## src/rtl/fts_divider.sv

```systemverilog
// restoring divider, one quotient bit per cycle, shared for all divisions
module fts_divider (
  input  logic         clk,
  input  logic         rst,
  input  logic         start,
  input  logic [127:0] num,
  input  logic [63:0]  den,
  output logic         busy,
  output logic [127:0] quo
);
  logic [127:0] n;
  logic [64:0]  rem;
  logic [7:0]   cnt;
  logic [64:0]  trial;

  assign trial = {rem[63:0], n[127]};

  // one shift and compare per cycle
  always_ff @(posedge clk) begin
    if (rst) begin
      busy <= 1'b0;
      cnt  <= '0;
    end else if (start) begin
      busy <= 1'b1;
      cnt  <= 8'd127;
      n    <= num;
      rem  <= '0;
      quo  <= '0;
    end else if (busy) begin
      n <= {n[126:0], 1'b0};
      if (trial >= {1'b0, den}) begin
        rem <= trial - {1'b0, den};
        quo <= {quo[126:0], 1'b1};
      end else begin
        rem <= trial;
        quo <= {quo[126:0], 1'b0};
      end
      if (cnt == 8'd0) begin
        busy <= 1'b0;
      end
      cnt <= cnt - 8'd1;
    end
  end
endmodule

```

## config.mk

```make
export PLATFORM = sky130hd
export DESIGN_NAME = fts_divider
export DESIGN_NICKNAME = d
export VERILOG_FILES = /design/src/rtl/fts_divider.sv
export SDC_FILE = /design/constraint.sdc
export NUM_CORES = 1
export LEC_CHECK = 0
export BUFFER_PORTS_ARGS = -buffer_cell sky130_fd_sc_hd__buf_2
export CAP_MARGIN = 30
export CORE_MARGIN = 5
export CORE_UTILIZATION = 50
export DETAILED_ROUTE_END_ITERATION = 10
export GPL_TIMING_DRIVEN = 0
export HOLD_SLACK_MARGIN = 0.12
export PLACE_DENSITY = 0.73
export SYNTH_ARGS = -nofsm -noshare
export SYNTH_HDL_FRONTEND = slang
export SYNTH_SLANG_ARGS = --single-unit
```

## constraint.sdc

```tcl
create_clock -name clk -period 37.4 [get_ports clk]
set_input_delay 3.74 -clock clk [delete_from_list [all_inputs] [get_ports clk]]
set_output_delay 3.74 -clock clk [all_outputs]
set_load 0.005 [all_outputs]
```

==> flow_summary.yaml <==
clock_network:
  htreeDepth: 2
  cts_resized: 0
  clock_sink_count: 329
  cts_buffers: 39
  clk_latency_ns: 0.56
  root_buffer: "clkbuf_16"
  cts_tree: "yes"
  cts.path.max_buffers: 3
  hold_buffers: 0
  post_cts_buffers: 0
  clk_pin_slew_ns: 0.06
synth:
  yosysSeqAreaShare_pct: 55.0
  synth_top_family_by_area: "simple AND/OR/NAND/NOR gates"
  syn-num-nets: 1754
  synth_area_mm2: 0.0178
  ys_async_sr_fraction_pct: 0
  synth_xor_area_share_pct: 2.95
  synth_adder_area_share_pct: 4.75
  synth_cell_types: 78
  syn_inst: 1492
  synthSimpleGateAreaFrac_pct: 13.2
  synth_seq_cells: 329
  avgSynthCellArea_um2: 11.9
  yosys_most_used_dff: "edfxtp_1"
  synth_compound_area_share_pct: 10.5
  synth_edf_count: 320
  synthMuxAreaShare_pct: 9.79
  yosys_warnings: 0
critical_path:
  crit_family: "buffers and inverters"
  path_buf_inv: 7
  r2r_slack_ns: 33.90
  critPathMaxFanout: 36
  worstPathRequired_ns: 37.66
  cp_cell_sequence: "clkbuf_1 > clkbuf_1 > clkbuf_1 > nor2_1 > nor2_4 > buf_12 > buf_12 > buf_12 > buf_12"
  cp-start-kind: "input port"
  crit_type: "input port to flop"
  crit_top_cell: "buf_12"
  cp.arrival_ns: 7.05
  cpMaxStageDelayCell: "nor2_4"
  max_stage_delay_ns: 0.71
  cp-end-kind: "flop"
min_path:
  min_path_type: "flop to flop"
grt:
  grt_pass1_vias: 13000
  grt_max_degree: 37
  grt_usage_pct: 22.5
  overflow: 0
  grt_pass1_wl_um: 70000
  antenna_found_initial: 10
pwr:
  ir_drop_mv: 0.0392
  pwr-share-comb_pct: 20.2
  switching_share_pct: 28.1
  power_frac_seq_pct: 44.3
  p_leak_nw: 8.75
  p_int_mw: 0.733
  clockPowerShare_pct: 35.5
  switchingPower_mw: 0.287
  cellPowerDensity_mw_per_mm2: 47.6
die:
  core_area_mm2: 0.0354
  io-pin-count: 324
  start_util_pct: 50.3
  fp.dieH_um: 199
  die_area_mm2: 0.0395
  rows: 69
  die_w_um: 199
place:
  detailed_place_hpwl_um: 33900
  gp_congestion: 0.912
  pre_cts_ws_ns: 29.88
  portBuffers: 321
detailed_routing:
  drt-initial-drc-count: 855
  vias_per_cell: 5.44
  drtPass1Iterations: 5
  antenna_left: 0
  drc: 0
  dr_total_vias: 12800
  routedWlPerCell_um: 19.5
  wirelength_um: 46000
timing:
  clock_skew_ns: 0.0230
  setup_ws_ns: 30.61
  fmax_mhz: 147
  setup_viol: 0
  min_period_ns: 6.79
  worst_slew_pin_slew_ns: 0.917
  fin_crit_sh_pct: 18.2
  drv_slew: 0
  tns_ns: 0
  finalHoldViolCount: 0
  rsz0062_at_grt: "false"
  slew_headroom_pct: 38.9
finish:
  final_common_cell: "buf_2"
  layout-drive-gt1-share_pct: 30.8
  mostFrequentLayoutCells: "buf_2, edfxtp_1, nor2b_1, mux2_2, nor2_1"
  fillCellCount: 2940
  fin_util_pct: 60.5
  area_growth_pct: 20.4
  layout.nets: 2126
flow_run:
  drv_cap: 0
run_status:
  status: "completed"
[area by class of cell]
cell class	instances	area, um2	share of cell area [%]
sequential	329	9790	45.7
multi-input combinational	1002	7340	34.3
timing repair buffer	331	1810	8.47
clock buffer	46	1020	4.77
tap	461	577	2.69
buffer	79	368	1.72
inverter	82	308	1.44
clock inverter	25	194	0.905
antenna	6	15.0	0.0701
[stage by stage]
step | power [mW] | instances | hold slack (ns) | cell area [um2]
6_report | 1.02 | 2361 | 0.544 | 21400
5_1_grt | 1.07 | 2358 | 0.556 | 21400
4_1_cts | 1.03 | 2355 | 0.542 | 21400
3_3_place_gp | 0.669 | 2274 | 0.527 | 20000
3_5_place_dp | 0.663 | 2284 | 0.533 | 20200
2_1_floorplan | 0.609 | 1492 | 0.525 | 17800
[registers in the layout (all words and copies together) (netlist names)]
register,flops
busy,1
n,128
cnt,8
quo,128
rem,64
[worst reg2reg max path, delay by kind of cell, from the launching register on]
| family | cells | cell delay, ns |
|---|---|---|
| buf+inv | 1 | 0.16 |
| flops | 1 | 0.40 |
| simple gates | 1 | 0.21 |
| fa+ha+maj | 1 | 0.28 |
| mux | 1 | 0.15 |
| compound gates | 8 | 2.05 |
[power by group through the flow]
| stage | Sequential [mW] | Combinational [mW] | Clock (mW) |
|---|---|---|---|
| floorplan | 0.467 | 0.142 | 0 |
| global placement | 0.473 | 0.196 | 0 |
| detailed placement | 0.459 | 0.204 | 0 |
| CTS | 0.452 | 0.205 | 0.370 |
| global route | 0.454 | 0.226 | 0.387 |
| finish | 0.452 | 0.206 | 0.362 |
[metal layers]
layer	vias to the layer above	part of all wire [%]	GRT usage [%]
li1	6178	-	-
met1	6184	40	28.4
met2	393	49	37.3
met3	81	8.6	7.57
met4	8	2.1	6.05
met5	-	0.13	0
[cell usage after synthesis (4+ instances only)]
cell      number  area share [%]
o211ai_1      10            0.42
a21boi_0       6            0.25
nor2_1       125             2.6
nor3_1         7            0.20
clkbuf_1      43            0.91
xnor2_1       34             1.7
nand3_1       13            0.37
edfxtp_1     320              54
o31ai_1        4            0.17
a21oi_1       91             2.6
and2_1        10            0.35
nor4b_1        4            0.20
ha_1          66             4.6
buf_2         23            0.65
mux2_2       128             8.1
nand4b_1       5            0.25
inv_1         81             1.7
o21ai_1        6            0.17
o21a_1         8            0.34
a21o_1        34             1.4
nor2b_1      135             4.7
a21oi_2        5            0.25
nand2b_1      19            0.67
nor3b_1        6            0.25
a211oi_2      11            0.77
mux2i_1       30             1.7
o21bai_1      12            0.51
xor2_1        26             1.3
o21ai_0       30            0.84
buf_4          7            0.30
or3_1          8            0.28
a211oi_1      13            0.55
nand2_1       67             1.4
nand4_1       23            0.81
o22ai_1        9            0.32
dfxtp_1        9             1.0
[cell families (layout without fill, tap and decap cells)]
kind of cell	after synthesis	count (layout)
compound gates	275	275
xor+xnor	60	60
fa+ha+maj	67	67
buf+inv	161	563
flops	329	329
mux	158	158
other cells	0	6
simple gates	442	442
[worst paths after layout]
check,startpoint,to,depth (start not counted)
min,n[110],n[111],1
max reg2reg,rem[6],rem[59],12
min reg2reg,n[110],n[111],1
max,start,n[84],9
Power figures use the tool's default switching activity.
