<file path="config.mk">
export PLATFORM = sky130hd
export DESIGN_NAME = fts_sqrt
export DESIGN_NICKNAME = d
export VERILOG_FILES = /design/src/rtl/fts_sqrt.sv
export SDC_FILE = /design/constraint.sdc
export NUM_CORES = 1
export LEC_CHECK = 0
export ABC_CLOCK_PERIOD_IN_PS = 9500
export BUFFER_PORTS_ARGS = -buffer_cell sky130_fd_sc_hd__buf_4
export CAP_MARGIN = 5
export CORE_MARGIN = 3
export CORE_UTILIZATION = 60
export CTS_CLUSTER_DIAMETER = 120
export DETAILED_ROUTE_END_ITERATION = 8
export GPL_TIMING_DRIVEN = 0
export PLACE_DENSITY = 0.79
export SLEW_MARGIN = 30
export SYNTH_ARGS = -nofsm -noshare
export SYNTH_HDL_FRONTEND = slang
export SYNTH_SLANG_ARGS = --single-unit
export TNS_END_PERCENT = 30
</file>
<file path="constraint.sdc">
create_clock -name clk -period 9.5 [get_ports clk]
set_input_delay 1.9 -clock clk [delete_from_list [all_inputs] [get_ports clk]]
set_output_delay 1.9 -clock clk [all_outputs]
set_load 0.02 [all_outputs]
</file>
<file path="src/rtl/fts_sqrt.sv">
// bit pair square root, one result bit per cycle
module fts_sqrt (
  input  logic        clk,
  input  logic        rst,
  input  logic        start,
  input  logic [63:0] val,
  output logic        busy,
  output logic [31:0] root
);
  logic [63:0] v;
  logic [63:0] res;
  logic [63:0] bitv;
  logic [64:0] sum;

  assign sum = {1'b0, res} + {1'b0, bitv};
  assign root = res[31:0];

  // one step of the digit recurrence per cycle
  always_ff @(posedge clk) begin
    if (rst) begin
      busy <= 1'b0;
    end else if (start) begin
      busy <= 1'b1;
      v    <= val;
      res  <= '0;
      bitv <= 64'h4000_0000_0000_0000;
    end else if (busy) begin
      if ({1'b0, v} >= sum) begin
        v   <= v - sum[63:0];
        res <= (res >> 1) + bitv;
      end else begin
        res <= res >> 1;
      end
      bitv <= bitv >> 2;
      if (bitv[0] || bitv == 64'd0) begin
        busy <= 1'b0;
      end
    end
  end
endmodule
</file>
==> results of run 1 <==
-- worst max-delay path by stage --
stage	start	slack [ps]	cells after the start	endpoint
detailed placement	res[2]	2260	25	v[14]
global route	res[16]	1770	24	v[6]
floorplan	start	720	5	v[0]
global placement	start	-2690	6	v[14]
finish	res[2]	2110	25	v[0]
CTS	res[2]	2190	25	v[28]
-- power groups by stage --
stage	Sequential (mW)	Clock (mW)	Combinational [mW]
5_1_grt	0.990	0.741	1.73
3_3_place_gp	1.00	0	1.50
6_report	0.984	0.712	1.58
2_1_floorplan	0.965	0	1.15
4_1_cts	0.980	0.708	1.55
3_5_place_dp	0.995	0	1.54
-- synthesized netlist by cell type, types with 17 or more instances --
| cell | instances | share of area |
|---|---|---|
| sky130_fd_sc_hd__nand3_1 | 26 | 0.0084 |
| sky130_fd_sc_hd__nand4_1 | 42 | 0.017 |
| sky130_fd_sc_hd__clkbuf_1 | 45 | 0.011 |
| sky130_fd_sc_hd__nor2_1 | 135 | 0.033 |
| sky130_fd_sc_hd__a31oi_1 | 62 | 0.025 |
| sky130_fd_sc_hd__and3_1 | 20 | 0.0081 |
| sky130_fd_sc_hd__o21bai_1 | 29 | 0.014 |
| sky130_fd_sc_hd__nor2b_1 | 58 | 0.024 |
| sky130_fd_sc_hd__nor3_1 | 25 | 0.0081 |
| sky130_fd_sc_hd__xor2_1 | 75 | 0.043 |
| sky130_fd_sc_hd__edfxtp_1 | 160 | 0.31 |
| sky130_fd_sc_hd__ha_1 | 130 | 0.11 |
| sky130_fd_sc_hd__a211oi_2 | 22 | 0.018 |
| sky130_fd_sc_hd__a21oi_1 | 130 | 0.042 |
| sky130_fd_sc_hd__xnor2_1 | 72 | 0.041 |
| sky130_fd_sc_hd__buf_4 | 35 | 0.017 |
| sky130_fd_sc_hd__nand2b_1 | 19 | 0.0077 |
| sky130_fd_sc_hd__inv_1 | 42 | 0.010 |
| sky130_fd_sc_hd__nand2_1 | 182 | 0.044 |
| sky130_fd_sc_hd__o21ai_0 | 148 | 0.048 |
| sky130_fd_sc_hd__a21o_1 | 34 | 0.017 |
| sky130_fd_sc_hd__a31o_2 | 17 | 0.0096 |
-- registers in the layout, indices dropped and copies added, names as in the netlist --
name and count:
bitv 32, busy 1, res 64, v 64
-- cell families after synthesis --
kind of cell	count (synthesis)
compound gates	587
buf+inv	136
fa+ha+maj	131
simple gates	584
flops	161
xor+xnor	147
mux	20
-- metrics by stage --
| stage | instance area, um^2 | setup slack [ps] | hold slack (ps) |
|---|---|---|---|
| after floorplan | 15400 | 719 | 557 |
| final | 17300 | 2110 | 660 |
| after global placement | 16600 | -2690 | 631 |
| after global routing | 17300 | 1770 | 681 |
| after CTS | 17300 | 2190 | 655 |
| after detailed placement | 16700 | 2260 | 640 |
-- placed cells by master, fill, tap and decap left out, drive strengths merged, types with 14 or more instances in the layout --
master,netlist,routed
nor2,135,135
nand2b,19,19
nand2,182,182
a21o,34,34
inv,42,50
xor2,75,75
ha,130,130
and3,20,20
nor3,26,26
a211oi,36,36
a31o,30,30
o21bai,29,29
o21ai,164,164
or3,14,14
nor2b,58,58
a21oi,131,131
a31oi,63,63
edfxtp,160,160
buf,49,153
clkbuf,45,62
xnor2,72,72
nand4,42,42
nand3,26,26
-- per-layer routing --
metal,GRT usage,up-vias
li1,-,6896
met1,0.440,6969
met2,0.583,726
met3,0.0459,124
met4,0.143,0
met5,0,-
-- critical path, stage by stage (launching register included) --
cell and delay [ps]:
sky130_fd_sc_hd__edfxtp_1 510, sky130_fd_sc_hd__ha_1 400, sky130_fd_sc_hd__a31o_2 250, sky130_fd_sc_hd__a31oi_1 240
sky130_fd_sc_hd__o21ai_2 130, sky130_fd_sc_hd__a31o_2 310, sky130_fd_sc_hd__a211oi_1 490, sky130_fd_sc_hd__o41ai_2 220
sky130_fd_sc_hd__a21oi_1 290, sky130_fd_sc_hd__inv_1 80, sky130_fd_sc_hd__a31oi_1 190, sky130_fd_sc_hd__xor2_1 120
sky130_fd_sc_hd__ha_1 410, sky130_fd_sc_hd__o21ai_1 100, sky130_fd_sc_hd__o211ai_1 390, sky130_fd_sc_hd__a2bb2oi_1 320
sky130_fd_sc_hd__and3_1 210, sky130_fd_sc_hd__o2111ai_1 110, sky130_fd_sc_hd__a31oi_1 420, sky130_fd_sc_hd__o21ba_1 320
sky130_fd_sc_hd__o21a_1 150, sky130_fd_sc_hd__buf_2 250, sky130_fd_sc_hd__buf_6 230, sky130_fd_sc_hd__buf_6 210
sky130_fd_sc_hd__o21a_4 370, sky130_fd_sc_hd__buf_16 300
-- final cells by class --
| cell class | count | area [um^2] |
|---|---|---|
| timing repair buffer | 104 | 881 |
| tap | 330 | 413 |
| clock inverter | 14 | 146 |
| clock buffer | 17 | 425 |
| fill | 2151 | 7940 |
| buffer | 94 | 510 |
| sequential | 161 | 4820 |
| inverter | 42 | 158 |
| multi-input combinational | 1469 | 9950 |
==> results by stage, run 1 <==
Run status:
- The run finished with clean final reports.

Detailed routing:
- After the first detailed-routing iteration, the DRC count stood at approximately 1700.
- After detailed routing, the average wire length per cell comes to 21.9 um.
- Routed signal wires occupy layers up through met4.
- The length of the first detailed-routing pass in iterations is 6.
- The total length of routed met3 wires is roughly 3500 um.
- The residual antenna-violating net count after detailed routing is 0.
- Summing over every cut layer, the via total after detailed routing is approximately 15000.
- After detailed routing, the total wire length is between 40000 and 50000 um.
- Using the TritonRoute via totals, the vias-per-cell ratio works out to around 6.6.
- Detailed routing placed a total of 23300 um of wire on met2.
- The total DRC errors in the routed layout is 0.
- The met1 wire length is between 20000 and 25000 um.

STA:
- The max-slew violation total from the final report is 0.
- The final critical-path required period is around 7400 ps.
- The tightest slew margin relative to the limit is 0.350.
- Derived from the worst setup path, the maximum achievable clock frequency is about 0.14 GHz.
- The final period utilization is 0.778.
- The final number of setup-violating endpoints is 0.
- The final hold violation count is 0.
- The actual slew at the worst max-slew pin is 975 ps.
- For the final routed database, the setup TNS stands at 0 ps.
- The setup skew after layout is roughly 18 ps.
- Setup repair after global routing left no endpoint under its margin.

Synthesis:
- Of the total synthesized cell area, the portion taken by XOR and XNOR cells is 0.0834.
- The share of the Yosys chip area taken by registers is 0.313.
- The post-synthesis instance total is 1766.
- The netlist uses 84 different library cells.
- The synthesized netlist net count is just under 2000.
- The number of enable flip-flop cells after synthesis is 160.
- The Yosys warning count is 0.
- Of the total synthesized cell area, the portion taken by AND, OR, NAND and NOR gates is 0.186.
- Of all flip-flops after synthesis, the portion carrying an async set or reset was 0.
- The main combinational cell family by area after synthesis is compound AO/OA/AOI/OAI gates.
- The share of synthesized area spent on multiplexers is 0.0140.
- The average cell area after synthesis is approximately 9 um^2.
- The most used flip-flop cell after synthesis is sky130_fd_sc_hd__edfxtp_1.
- The area of the mapped netlist is 15400 um^2.
- The area fraction in compound gates after synthesis came to 0.254.
- Counting flops and latches in the post-synthesis netlist gives ~160.
- The area share of fa/ha/maj cells after synthesis is 0.107.

Critical path:
- The data arrival time of the critical path is about 7500 ps.
- At the worst endpoint, the required time is between 9000 and 10000 ps.
- The startpoint identified for the worst register-to-register timing path is res[2].
- Across all register-to-register paths, the minimum setup slack is between 2000 and 2500 ps.
- The worst register-to-register path ends at v[0].
- STA classifies the critical path startpoint as a flip-flop.
- The worst setup path is captured at a flip-flop.
- Counting cells, the worst reg-to-reg path comes to 25.
- The setup path with the least slack is of type reg -> reg.
- In this run the worst path has a maximum fanout of 45.

Floorplanning:
- The I/O pin count is 100.
- The area of the die is between 20000 and 30000 um^2.
- The die is 166 um wide.
- The starting density of the core is 0.611.
- The overall die height is 166 um.
- The total number of placement rows is slightly below 60.
- The core region is between 20000 and 30000 um^2.

Global routing:
- The first global-routing pass estimated between 70000 and 80000 um of wire.
- The number of antenna violations at the first check in global routing was 0.
- Entering global routing, the biggest net connects 46 pins.
- The number of global-route vias before repair is roughly 14000.
- The sum of overflow across all layers after global routing is 0.
- The total track usage is 0.342.

Placement:
- The number of placed instances, taps included, is between 2000 and 2500.
- The count of buffers from port buffering is between 90 and 100.
- At the end of routability-driven placement, the weighted congestion stood at between 0.9 and 1.
- After legalization and detailed placement, the total HPWL measured around 37000 um.

Cells and area:
- Once layout is complete, the utilization of the core stands at 0.686.
- The number of antenna diodes in the final layout is 0.
- For this run, the post-layout net count is about 2100.
- Excluding fillers, the count of instances in the completed layout stands at 2231.
- The share of post-route cells with drive strength above 1 is 0.132.
- Relative to the synthesized area, the layout overhead comes to 12.2%.

Min path:
- The startpoint identified for the worst hold timing path is bitv[10].
- The class of the tightest hold or removal check is reg -> reg.
- The endpoint of the worst hold path is bitv[8].
- Along the worst hold path, the cell count comes to 1.

Clock tree:
- The clock tree from TritonCTS is built.
- The TritonCTS sink count is around 160.
- In this run, CTS created clock tree buffers numbering 17.
- Post-CTS timing repair inserted 0 buffers for setup.
- The CTS H-tree depth is 4.
- The buffer type at the clock tree root is sky130_fd_sc_hd__clkbuf_16.
- The clock transition time at the flip-flop clock pins of the worst setup and hold paths is approximately 70 ps.
- The insertion delay of the later-clocked pin in the worst-skew pair is approximately 450 ps.
- Post-CTS repair changed the size of 0 cells.
- The number of buffers between clock root and the deepest sink is 2.
- Hold repair after CTS inserted 0 buffers.

Power and ir drop:
- The completed layout was analyzed and its total power is 3.27 mW.
- Summed over all nets, the switching power comes to around 1.4 mW.
- The switching part of the total is 0.423.
- Of the total power, registers draw 0.301.
- Of the total power, combinational logic draws 0.482.
- The leakage power is 6.69 nW.
- The power per standard cell area is 189 nW/um^2.
- The clock share of power is 0.218.
- Across the VDD grid, the largest voltage drop is roughly 0.10 mV.
- The internal power of the cells totals between 1.5 and 2 mW.

Run:
- Across the run, the number of max-cap violations was 0.
Power figures use the tool's default switching activity.
==> run 2, diff against run 1 <==
- ABC_CLOCK_PERIOD_IN_PS: 9500 -> 7200
- clock period: 9.5 -> 7.2 ns (I/O delays scaled with it)
==> run 2 against run 1 <==
Compared with the run above:
- sequential share of layout area is 0.10 points lower
- clock skew is 4.6 ps higher
- final cell count is 0.18% higher
- critical path depth is 1 higher
- clock-buffer cell count stayed put
- largest power group unchanged
- highest routed layer unchanged
- critical endpoint is now v[44]
- sequential cell count stayed put
- critical path type unchanged
==> results by stage, run 2 (synthesis results as in run 1) <==
Cells and area:
- Relative to the synthesized area, the layout overhead comes to 12.6%.
- The share of post-route cells with drive strength above 1 is 0.135 (+0.00340).
- The core occupancy in the finished layout is 0.688 (+0.00253).
- The layout filler cell count came to 2129 (-1.0%).
- The library cells used most frequently in the layout, excluding fill and tap cells, are sky130_fd_sc_hd__nand2_1, sky130_fd_sc_hd__edfxtp_1, sky130_fd_sc_hd__o21ai_0.
- Leaving out fill and tap cells, the most frequent cell in the layout is sky130_fd_sc_hd__nand2_1.
- The largest registers in the layout are res x64, v x64, bitv x32.
- The number of nets in the layout is 2091 (+0.19%).
- The antenna diode instance count is 0 (unchanged).
- The area taken by flip-flops and latches was 4820 um^2 (unchanged).
- The area of the multi-input gates is 10000 um^2 (+0.54%).

Clock tree:
- The clock tree from TritonCTS is built.
- The buffer type at the clock tree root is sky130_fd_sc_hd__clkbuf_16.
- The number of buffers between clock root and the deepest sink was 2 (unchanged).
- The TritonCTS sink count was 161 (unchanged).
- The CTS buffer count is 17 (unchanged).
- The number of hold-repair buffers added at the cts stage was 0 (unchanged).
- The insertion delay of the later-clocked pin in the worst-skew pair is 460 ps (about the same).
- The CTS H-tree depth was 4 (unchanged).
- The clock transition time at the flip-flop clock pins of the worst setup and hold paths is 70 ps (about the same).

Critical path:
- The register-to-register path setup slack is 280 ps (-1830 ps).
- The data arrival time of the critical path is 7050 ps (-470 ps).
- The worst-path maximum fanout is 39 (-13%).
- The worst setup path is of the reg -> reg kind.
- STA classifies the critical path startpoint as a flip-flop.
- The data required time at the worst endpoint is 7330 ps (-2300 ps).
- For this design, the slowest cell found on the critical path is sky130_fd_sc_hd__o311ai_1.
- The worst setup path is captured at a flip-flop.
- The largest incremental delay on the critical path is 630 ps (+120 ps).

STA:
- The actual slew at the worst max-slew pin is 975 ps (-0.404 ps).
- The final period utilization is 0.961 (+0.183).
- The final critical-path required period came to 6920 ps (-468 ps).
- The setup skew after layout is 22.9 ps (+4.61 ps).
- The tightest slew margin relative to the limit is 0.350 (about the same).
- The summed negative setup slack over all endpoints is 0 ps (unchanged).
- The final number of setup-violating endpoints is 0 (unchanged).
- The final hold violation count is 0 (unchanged).
- The max-slew violation total from the final report is 0 (unchanged).
- The maximum clock frequency is 0.145 GHz (+6.8%).
- The worst hold margin is 657 ps (-3.50 ps).

Floorplanning:
- The total number of placement rows is 58 (unchanged).
- The floorplan die width was 166 um (unchanged).
- The starting density of the core came to 0.611 (unchanged).
- The area of the die was 27700 um^2 (unchanged).
- The overall die height came to 166 um (unchanged).
- The I/O pin count was 100 (unchanged).
- The core region area came to 25300 um^2 (unchanged).

Detailed routing:
- The length of the first detailed-routing pass in iterations is 6 (unchanged).
- The number of DRC markers in iteration 0 is 1511 (-11%).
- The total number of vias is 14700 (-0.16%).
- The routed wire length per instance is 21.8 um (-0.23%).
- The total wire length was 48800 um (about the same).
- The total DRC errors in the routed layout came to 0 (unchanged).
- The vias per cell is 6.57 (-0.33%).
- The residual antenna-violating net count after detailed routing is 0 (unchanged).

Global routing:
- The global-route wire length before repair was 76200 um (+0.18%).
- The number of antenna violations at the first check in global routing came to 0 (unchanged).
- The number of global-route vias before repair is 14100 (+0.26%).
- The largest net degree at the start of global routing came to 40 (-13%).
- The total track usage came to 0.343 (+0.00102).
- The sum of overflow across all layers after global routing is 0 (unchanged).

Run:
- The reported max-cap violation count is 0 (unchanged).

Run status:
- The run finished with clean final reports.

Min path:
- In this run the worst hold path is classified as reg -> reg.

Power and ir drop:
- The leakage power was 6.74 nW (+0.63%).
- The power per standard cell area is 250 nW/um^2 (+32%).
- The worst-case vdd ir drop came to 0.174 mV (+67%).

Placement:
- The total half-perimeter wirelength after legalization and detailed placement is 37400 um (+0.59%).
- The count of buffers from port buffering is 99 (unchanged).
- The routability-driven placement congestion ratio is 0.951 (-0.62%).
==> run 2: stage by stage <==
step                      total power, mW  cells  setup slack (ps)  instance area [um^2]
final                                4.34   2235               280                 17400
after global routing                 4.56   2235             -18.8                 17400
after CTS                            4.28   2232              52.0                 17300
after detailed placement             3.34   2200              -133                 16700
after global placement               3.30   2195             -2260                 16600
after floorplan                      2.78   1766               467                 15400
==> run 2: final cells by class <==
cell class / instances / share of cell area
Buffer: 94 / 0.0294
Clock buffer: 17 / 0.0245
Clock inverter: 14 / 0.00814
Inverter: 42 / 0.00907
Multi-Input combinational cell: 1470 / 0.576
Sequential cell: 161 / 0.278
Tap cell: 330 / 0.0238
Timing Repair Buffer: 107 / 0.0516
==> run 2: report_power, final <==
group / leakage [nW] / internal [mW] / switching [mW] / total [mW]
Sequential: 1.55 / 1.19 / 0.111 / 1.30
Combinational: 4.92 / 0.824 / 1.27 / 2.10
Clock: 0.271 / 0.486 / 0.457 / 0.943
==> run 2: worst paths after layout <==
kind	depth (start not counted)	end	startpoint
worst min register to register	3	busy	busy
worst max-delay path	26	v[44]	bitv[0]
worst max register to register	26	v[44]	bitv[0]
worst min-delay path	3	busy	busy
==> run 2: timing repair <==
item | CTS | global route
endpoints found under the setup margin | 39 | 65
cloned | 1 | 0
setup buffers | 0 | 3
gates resized for setup | 1 | 6
pin swaps | 0 | 5
==> run 2: critical path: cells and delay by family, from the launching register on <==
family,cells,cell delay [ps]
DFF,1,480
AOI/OAI and AO/OA,15,3490
xor gates and xnor gates,1,170
buffers and inverters,4,980
and+or+nand+nor,3,560
adders and majority gates,3,900
==> run 2: layer usage <==
metal	GRT usage	vias to the layer above	routed length [um]
li1	-	6911	-
met1	0.450	7005	20500
met2	0.580	655	23000
met3	0.0476	121	3400
met4	0.130	0	1940
met5	0	-	0
==> run 3, diff against run 2 <==
- CTS_BUF_LIST: not set -> sky130_fd_sc_hd__clkbuf_4
==> run 3 against run 2 <==
Compared with the run above:
- utilization decreased by 1.2 points
- die area did not move
- clock-buffer cell count stayed put
- clock skew is 27 ps higher
- sequential power hardly changed
- sequential cell count unchanged
- global-route usage down 0.36 points
- total power decreased by 8.5%
- final cell count barely moved
- largest power group unchanged
==> results by stage, run 3 (synthesis results as in run 1) <==
Critical path:
- STA classifies the critical path startpoint as a flip-flop.
- The worst flop-to-flop path startpoint is res[0].
- The critical path in this run is classified as reg -> reg.
- The data required time at the worst endpoint is 7500 ps (+170 ps).
- The nature of the critical path endpoint is a flip-flop.
- The startpoint of the most critical setup path is res[0].
- The data arrival time of the critical path was 7210 ps (+160 ps).
- The master of the slowest instance on the critical path is sky130_fd_sc_hd__o311ai_1.
- The worst-path maximum fanout is 39 (unchanged).
- The largest incremental delay on the critical path was 620 ps (about the same).

Power and ir drop:
- The total power draw was 3.97 mW (-8.5%).
- The net switching power of the design came to 1.78 mW (-3.4%).
- The worst-case vdd ir drop is 0.129 mV (-26%).
- The internal power of the cells is 2.19 mW (-12%).
- The power per standard cell area is 232 nW/um^2 (-6.9%).
- The relative contribution of sequential cells to total power is 0.326 (+0.027).
- The portion of total power attributed to combinational logic is 0.527 (+0.043).
- The leakage power is 6.60 nW (-1.9%).
- The clock share of power is 0.146 (-0.072).
- The switching part of the total is 0.448 (+0.0238).

Cells and area:
- The final instance count without filler cells was 2236 (+0.045%).
- The library cells used most frequently in the layout, excluding fill and tap cells, are sky130_fd_sc_hd__nand2_1, sky130_fd_sc_hd__edfxtp_1, sky130_fd_sc_hd__o21ai_0.
- In the final layout, the registers with the most flip-flops are res x64, v x64, bitv x32.
- The area growth from synthesis to layout is 10.7%.
- The share of post-route cells with drive strength above 1 was 0.135 (unchanged).
- The number of nets in the layout is 2091 (unchanged).
- The commonest non-fill, non-tap cell in the layout is sky130_fd_sc_hd__nand2_1.

Run status:
- The flow ran to the end, and the final reports show no timing, DRC or antenna violations.

Global routing:
- The total track usage is 0.340 (-0.00360).
- The global-route wire length before repair is 75700 um (-0.72%).
- The sum of overflow across all layers after global routing is 0 (unchanged).
- The largest net degree at the start of global routing is 40 (unchanged).
- The number of global-route vias before repair is 14000 (-0.57%).
- The number of antenna violations at the first check in global routing was 1 (+1).

Min path:
- The class of the tightest hold or removal check is reg -> reg.
- The startpoint identified for the worst hold timing path is busy.

Placement:
- The routability-driven placement congestion ratio is 0.951 (unchanged).
- The total half-perimeter wirelength after legalization and detailed placement is 37400 um (unchanged).
- The number of instances in the placed design came to 2200 (unchanged).
- The count of buffers from port buffering is 99 (unchanged).

Detailed routing:
- The routed wire length per instance was 21.6 um (-0.86%).
- The total DRC errors in the routed layout is 0 (unchanged).
- The total number of vias is 14600 (-0.42%).
- The vias per cell came to 6.54 (-0.47%).
- The number of DRC markers in iteration 0 is 1495 (-1.1%).
- The residual antenna-violating net count after detailed routing came to 0 (unchanged).
- The total wire length is 48400 um (-0.81%).
- The length of the first detailed-routing pass in iterations was 6 (unchanged).

STA:
- The actual slew at the worst max-slew pin is 1010 ps (+32.0 ps).
- The tightest slew margin relative to the limit is 0.329 (-0.0213).
- The final critical-path required period is 6910 ps (-6.87 ps).
- The worst hold margin is 664 ps (+7.42 ps).
- The final period utilization came to 0.960 (about the same).
- The final number of setup-violating endpoints was 0 (unchanged).
- The final hold violation count is 0 (unchanged).
- The max-slew violation total from the final report was 0 (unchanged).
- The setup skew after layout is 50.0 ps (+27.0 ps).
- The maximum clock frequency came to 0.145 GHz (about the same).
- The summed negative setup slack over all endpoints came to 0 ps (unchanged).

Floorplanning:
- The starting density of the core is 0.611 (unchanged).
- The overall die height is 166 um (unchanged).
- The I/O pin count is 100 (unchanged).
- The area of the die is 27700 um^2 (unchanged).
- The total number of placement rows came to 58 (unchanged).
- The floorplan die width came to 166 um (unchanged).
- The core region area is 25300 um^2 (unchanged).

Clock tree:
- The TritonCTS sink count is 161 (unchanged).
- The clock tree from TritonCTS is built.
- The number of buffers between clock root and the deepest sink came to 2 (unchanged).
- The CTS H-tree depth was 4 (unchanged).
- The clock transition time at the flip-flop clock pins of the worst setup and hold paths is 150 ps (+80 ps).
- The CTS buffer count is 17 (unchanged).
- The tree is rooted in a sky130_fd_sc_hd__clkbuf_4.
- The insertion delay of the later-clocked pin in the worst-skew pair is 620 ps (+160 ps).

Run:
- The reported max-cap violation count is 0 (unchanged).
run 3: cell types whose count changed in the layout (fill, tap and decap cells not counted):
cell / change
sky130_fd_sc_hd__clkbuf_4: +17
sky130_fd_sc_hd__clkbuf_16: -17
sky130_fd_sc_hd__diode_2: +1
run 3: what timing repair did:
action                                  CTS  global route
gates resized for setup                   1             6
setup buffers                             0             3
endpoints found under the setup margin   39            64
pin swaps                                 0             4
hold buffers                              0             0
gates cloned                              1             0
run 3: path summary, 6_finish.rpt:
| kind | end | slack [ps] | cells after the start |
|---|---|---|---|
| setup / recovery | v[2] | 290 | 26 |
| hold reg to reg | busy | 660 | 3 |
| setup reg to reg | v[2] | 290 | 26 |
| hold / removal | busy | 660 | 3 |
run 3: per-layer routing:
| layer | GRT usage | vias up | routed length (um) |
|---|---|---|---|
| met1 | 0.448 | 6946 | 19900 |
| met2 | 0.576 | 672 | 22900 |
| met3 | 0.0440 | 110 | 3740 |
| li1 | - | 6902 | - |
| met5 | 0 | - | 0 |
| met4 | 0.123 | 0 | 1840 |
run 3: power groups by stage:
stage                     logic, mW  registers, mW  clock network, mW
final                          2.09           1.29              0.581
after global routing           2.29           1.30              0.610
after CTS                      2.05           1.29              0.576
after detailed placement       2.03           1.31                  0
after global placement         1.98           1.32                  0
after floorplan                1.51           1.27                  0
run 3: stage by stage:
| step | worst slack (ps) | utilization | cell area, um^2 |
|---|---|---|---|
| 3_5_place_dp | -133 | 0.663 | 16700 |
| 3_3_place_gp | -2260 | 0.657 | 16600 |
| 6_report | 287 | 0.676 | 17100 |
| 5_1_grt | -8.98 | 0.676 | 17100 |
| 2_1_floorplan | 467 | - | 15400 |
| 4_1_cts | 58.5 | 0.674 | 17000 |
run 3: final cells by class:
type | instances | area, um^2
inverters | 42 | 158
diodes | 1 | 2.50
fillers | 2176 | 8170
plain buffers | 94 | 510
repair buffers | 107 | 896
clock buffers | 17 | 128
flip-flops and latches | 161 | 4820
well taps | 330 | 413
clock inverters | 14 | 141
multi-input cells | 1470 | 10000
run 3: worst max-delay path, delay by kind of cell, from the launching register on:
kind,cells,cell delay [ps]
buffers and inverters,4,950
AND/OR/NAND/NOR,3,550
XOR/XNOR,1,170
adder cells (fa/ha/maj),3,930
flip-flops,1,500
AO/OA/AOI/OAI,15,3480
